## src/sv/ipdpe_pkg.sv

```systemverilog
// ----------------------------------------------------------------------------
// ipdpe_pkg
// Shared types and codes for the int16 packed dot-product engine.
// ----------------------------------------------------------------------------
package ipdpe_pkg;

  localparam int unsigned OPCODE_W  = 2;
  localparam int unsigned ROW_W     = 6;
  localparam int unsigned POS_W     = 7;
  localparam int unsigned WORD_W    = 32;
  localparam int unsigned PCOUNT_W  = 8;

  localparam logic [OPCODE_W-1:0] OP_WRITE_A = 2'd0;
  localparam logic [OPCODE_W-1:0] OP_WRITE_B = 2'd1;
  localparam logic [OPCODE_W-1:0] OP_COMPUTE = 2'd2;

  localparam logic [PCOUNT_W-1:0] PAIR_COUNT_RESET = 8'd88;

  typedef enum logic [1:0] {
    S_IDLE,
    S_RUN,
    S_DRAIN,
    S_DONE
  } state_t;

  // Control from the sequencer to the multiply-accumulate pipe
  typedef struct packed {
    logic clear;
    logic valid;
  } mac_ctl_t;

endpackage

```

## src/sv/ipdpe_mac.sv

```systemverilog
// ----------------------------------------------------------------------------
// ipdpe_mac
// Dual signed 16x16 multiply-accumulate pipe: products, pair sum, accumulate.
// ----------------------------------------------------------------------------
module ipdpe_mac (
  input  logic                                clk,
  input  logic                                rst,
  input  ipdpe_pkg::mac_ctl_t                 ctl,
  input  logic [ipdpe_pkg::WORD_W-1:0]        a_word,
  input  logic [ipdpe_pkg::WORD_W-1:0]        b_word,
  output logic signed [ipdpe_pkg::WORD_W-1:0] acc,
  output logic                                busy
);

  logic                                prod_vld;
  logic                                sum_vld;
  logic signed [ipdpe_pkg::WORD_W-1:0] prod_lo;
  logic signed [ipdpe_pkg::WORD_W-1:0] prod_hi;
  logic signed [ipdpe_pkg::WORD_W-1:0] pair_sum;

  always_ff @(posedge clk) begin
    if (rst) begin
      prod_vld <= 1'b0;
      sum_vld  <= 1'b0;
    end else begin
      prod_vld <= ctl.valid;
      sum_vld  <= prod_vld;
    end
  end

  always_ff @(posedge clk) begin
    prod_lo  <= 32'($signed(a_word[15:0])) * 32'($signed(b_word[15:0]));
    prod_hi  <= 32'($signed(a_word[31:16])) * 32'($signed(b_word[31:16]));
    pair_sum <= prod_lo + prod_hi;
  end

  // Clear arrives while the pipe is empty
  always_ff @(posedge clk) begin
    if (ctl.clear) begin
      acc <= '0;
    end else if (sum_vld) begin
      acc <= acc + pair_sum;
    end
  end

  assign busy = prod_vld | sum_vld;

endmodule

```

## config.mk

```make
export PLATFORM = sky130hd
export DESIGN_NAME = ipdpe_mac
export DESIGN_NICKNAME = d
export VERILOG_FILES = /design/src/sv/ipdpe_pkg.sv /design/src/sv/ipdpe_mac.sv
export SDC_FILE = /design/constraint.sdc
export NUM_CORES = 2
export LEC_CHECK = 0
export BUFFER_PORTS_ARGS = -buffer_cell sky130_fd_sc_hd__clkbuf_2
export CAP_MARGIN = 15
export CELL_PAD_IN_SITES_DETAIL_PLACEMENT = 1
export CELL_PAD_IN_SITES_GLOBAL_PLACEMENT = 1
export CORE_UTILIZATION = 45
export CTS_BUF_LIST = sky130_fd_sc_hd__clkbuf_4
export DETAILED_ROUTE_END_ITERATION = 12
export HOLD_SLACK_MARGIN = 0.06
export PLACE_DENSITY_LB_ADDON = 0.12
export SYNTH_ARGS = -nofsm -noshare
export SYNTH_HDL_FRONTEND = slang
export SYNTH_SLANG_ARGS = --single-unit
```

## constraint.sdc

```tcl
create_clock -name clk -period 12.65 [get_ports clk]
set_input_delay 3.795 -clock clk [delete_from_list [all_inputs] [get_ports clk]]
set_output_delay 3.795 -clock clk [all_outputs]
set_load 0.03 [all_outputs]
```

Word-level counts from Yosys, hierarchy flattened
Index checks and enable logic that the tools add are counted.

$mul: 2. Bitwise logic cells: 1. Add/sub/neg operators: 2.

Operator list (count): adder 32 bit (2); multiplier 16 x 16 -> 32 bit (2); OR 1 bit (1).

Word-level logic and storage cells: 11. Output and inout bits: 33. Bits in registers: 130. Bits of input ports: 68.

Depth between registers and ports, before layout
Depth after elaboration: 1. Mapped depth: 24. Gate-level depth less buffers: 23.

Worst setup path before layout
No wires, ideal clock.

Path kind: input to register. From: in a_word[11] (netlist bit). To: reg prod_lo[31] (netlist bit). Stages on the path: 21. Setup time: 0.126 ns. Slack: 3.159 ns. Arrival time: 9.365 ns. Required time: 12.524 ns. Path buffers: 1. Path through: clkbuf_1 -> nand2_1 -> fa_1 -> fa_1 -> fa_1 -> inv_1 -> fa_1 -> fa_1 -> inv_1 -> fa_1 -> inv_1 -> ha_1 -> a21o_1 -> a21o_1 -> a21o_1 -> a21oi_1 -> a21oi_1 -> a221o_1 -> a31o_2 -> a311oi_1 -> xnor2_1.

Longest elaborated chain between the ends: 1.

Ends and longest elaborated chain: from (decl) (RTL line ipdpe_mac.sv:9) `input logic [ipdpe_pkg::WORD_W-1:0] a_word,`; multiplier 16 x 16 -> 32 bit (RTL line ipdpe_mac.sv:32) `prod_lo <= 32'($signed(a_word[15:0])) * 32'($signed(b_word[15:0]));`; to (signal assigned) (RTL line ipdpe_mac.sv:32); to (decl) (RTL line ipdpe_mac.sv:17) `logic signed [ipdpe_pkg::WORD_W-1:0] prod_lo;`.

Every way passes these cells. A chain may end at the register's enable or synchronous reset.

Final worst setup path
From: in b_word[17] (netlist bit). To: reg prod_hi[31] (netlist bit).

Longest elaborated chain between the ends: 1.

Ends and longest elaborated chain: from (decl) (RTL line ipdpe_mac.sv:10) `input logic [ipdpe_pkg::WORD_W-1:0] b_word,`; multiplier 16 x 16 -> 32 bit (RTL line ipdpe_mac.sv:33) `prod_hi <= 32'($signed(a_word[31:16])) * 32'($signed(b_word[31:16]));`; to (signal assigned) (RTL line ipdpe_mac.sv:33); to (decl) (RTL line ipdpe_mac.sv:18) `logic signed [ipdpe_pkg::WORD_W-1:0] prod_hi;`.

Every way passes these cells.

==> results.toml <==
[layout]
fin_cells = 3532
drive_gt1_frac = 0.0579
most-common-layout-cells = "592 x inv_1, 526 x fa_1, 281 x nand2_1"
syn2layout_area_growth_pct = 5.88
postLayoutCellArea_um2 = 26900
nets = 3590
layout_commonest_cell = "inv_1"

[synthesis]
synth_top_family_by_area = "adder cells"
synth.top_cell.area_share = 0.414
synthMuxAreaShare = 0.00709
synth_async_sr_flop_share = 0
syn_area_per_cell_um2 = 9.34
synthXorXnorAreaFrac = 0.0438
synthAdderAreaFrac = 0.526
syn_inst = 2721
synth-edff-count = 0
synth-compound-area-share = 0.0766
synth_cell_types = 70
yosys.area_share.simple = 0.146
synth_ff_type = "dfxtp_1"
synth_area_leaders = "fa_1 41%, ha_1 11%, dfxtp_1 10%"
synth_area_leader_cell = "fa_1"
syn-num-nets = 3541
synth_area_um2 = 25400
yosysSeqAreaShare = 0.102
synth-seq-cells = 130
yosysWarnings = 0

[floorplan]
core-area_um2 = 55400
start_util = 0.458
die_h_um = 240
die_w_um = 240
rows = 86
dieArea_um2 = 57400
ios = 101

[grt]
grt.total_usage = 0.231
grt_pass1_vias = 20628
grt_max_degree = 33
globalRouteOverflowTotal = 0
grt_pass1_wl_um = 104000
antenna_found_initial = 4

[cts]
clk_pin_slew_ns = 0.13
cts-hold-fix-buffers = 0
cts_htree_levels = 4
cts-root-buf = "clkbuf_4"
numCtsBuffers = 17
post_cts_resized = 0
cts_tree = "yes"
post_cts_buffers = 0
clk_path_buf_depth = 2
clkLatencyLatePin_ns = 0.62
cts.sink_count = 130

[routing]
vias_per_cell = 5.12
wirelength_um = 61500
vias = 18069
drc = 0
drtIter0Drc = 511
wire_per_inst_um = 17.4
drtAntennaViolNets = 0
dr.pass1.iters = 4

[worst_setup_path]
crit_path_start = "b_word[17]"
critPathMaxFanout = 16
crit_top_cell = "fa_1"
worstPathArrival_ns = 10.42
r2r-start = "prod_lo[6]$_DFF_P_"
worstSetupPathType = "in2reg"
required_ns = 13.14
cp_cell_sequence = "clkbuf_2 -> nand2_1 -> inv_1 -> fa_1 -> fa_1 -> fa_1 -> fa_1 -> fa_1 -> inv_1 -> fa_1 -> inv_1 -> ha_1 -> nand2_1 -> nor3_1 -> nand2_1 -> a21oi_1 -> o31ai_1 -> a31oi_1 -> a21o_1 -> a21oi_1 -> xnor2_1"
reg2reg_to = "pair_sum[31]$_DFF_P_"
critical-path-max-stage-delay_ns = 0.93
rr_worst_depth = 10
r2r_setup_slack_ns = 9.07
critPathSlowestCell = "fa_1"
cp-start-kind = "input pin"
crit_path_end_kind = "register"

[sta]
drv_slew = 0
timing.final.crit_share = 0.785
rsz0062_at_grt = "no"
worst_pin_slew_ns = 0.819
fin_tns_setup_ns = 0
skew_ns = 0.0254
relSlewSlack = 0.450
period_needed_ns = 9.94
setup_viol = 0
max_freq_mhz = 101
hold_viol = 0

[hold_path]
hp-class = "reg2reg"
min_from = "prod_hi[0]$_DFF_P_"
whs_path_depth = 1
hold_path_end = "pair_sum[0]$_DFF_P_"

[status]
outcome = "finished clean"

[place]
gp_congestion = 0.843
place_area_um2 = 26600
port-buffer-count = 100
dp_hpwl_um = 52500
dp.cells = 3499

[flow_run]
drv_cap = 0
-- synth_stat cells (3+ instances only) --
master,number
nand2b_1,29
a211oi_1,10
and3_1,8
and2_1,250
o21ai_1,21
nor2_1,101
o21bai_1,15
nor3_1,8
xor2_1,29
a311oi_1,3
o2111ai_1,3
nand2_1,281
nand3_1,11
or2_2,4
o21a_1,13
a21oi_2,4
o211ai_1,3
a221oi_1,3
clkbuf_1,67
ha_1,226
nand4_1,8
o31ai_1,5
dfxtp_1,130
a31oi_1,11
o21ai_0,23
a21oi_1,86
o22ai_1,6
fa_1,526
or3_1,5
nor4_1,3
mux2i_1,18
xnor2_1,98
a21o_1,45
a21o_2,3
nor2b_1,23
a221o_1,4
inv_1,592
-- flip-flops by register name (all words and copies together) (netlist names) --
signal / flops
pair_sum: 32
prod_lo: 32
acc: 32
prod_hi: 32
sum_vld: 1
prod_vld: 1
-- metal layers --
metal | share of wire | GRT usage
met5 | 0 | 0
met4 | 0.014 | 0.0470
met1 | 0.42 | 0.286
met2 | 0.55 | 0.435
met3 | 0.018 | 0.0187
-- kinds of logic (layout without fill, tap and decap cells) --
logic type | count (synthesis) | count (layout)
flip-flops | 130 | 130
multiplexers | 18 | 18
AO/OA/AOI/OAI | 287 | 287
other | 0 | 1
XOR/XNOR | 127 | 127
AND/OR/NAND/NOR | 744 | 744
adder cells (fa/ha/maj) | 752 | 752
buffers and inverters | 663 | 725
-- worst max path at each step --
stage / endpoint / slack [ns] / cells after the start
floorplan: prod_lo[31]$_DFF_P_ / 3.16 / 21
global placement: prod_hi[31]$_DFF_P_ / 2.40 / 21
detailed placement: prod_hi[31]$_DFF_P_ / 2.19 / 21
CTS: prod_hi[31]$_DFF_P_ / 2.83 / 21
global route: prod_hi[31]$_DFF_P_ / 2.37 / 21
finish: prod_hi[31]$_DFF_P_ / 2.71 / 21
-- critical path, delay by kind of cell --
family,cells,cell delay (ns)
adders and majority gates,7,3.92
AOI/OAI and AO/OA,5,1.14
and+or+nand+nor,4,0.99
buffers and inverters,4,0.45
xor gates and xnor gates,1,0.12
-- final cells by class --
class / count / area, µm²
clock inverter: 15 / 191
sequential: 130 / 2600
inverter: 592 / 2220
fill: 6361 / 28500
timing repair buffer: 101 / 508
tap: 748 / 936
multi-input combinational: 1928 / 20300
antenna: 1 / 2.50
clock buffer: 17 / 128
-- through the flow --
| stage | setup slack (ns) | hold WS (ns) | util |
|---|---|---|---|
| 6_report | 2.71 | 0.466 | 0.485 |
| 5_1_grt | 2.37 | 0.482 | 0.485 |
| 4_1_cts | 2.83 | 0.473 | 0.485 |
| 3_5_place_dp | 2.19 | 0.440 | 0.480 |
| 3_3_place_gp | 2.40 | 0.443 | 0.480 |
| 2_1_floorplan | 3.16 | 0.420 | - |
Power is not shown: default switching activity piles up to over one toggle a cycle in this logic, so the estimate is an artifact.
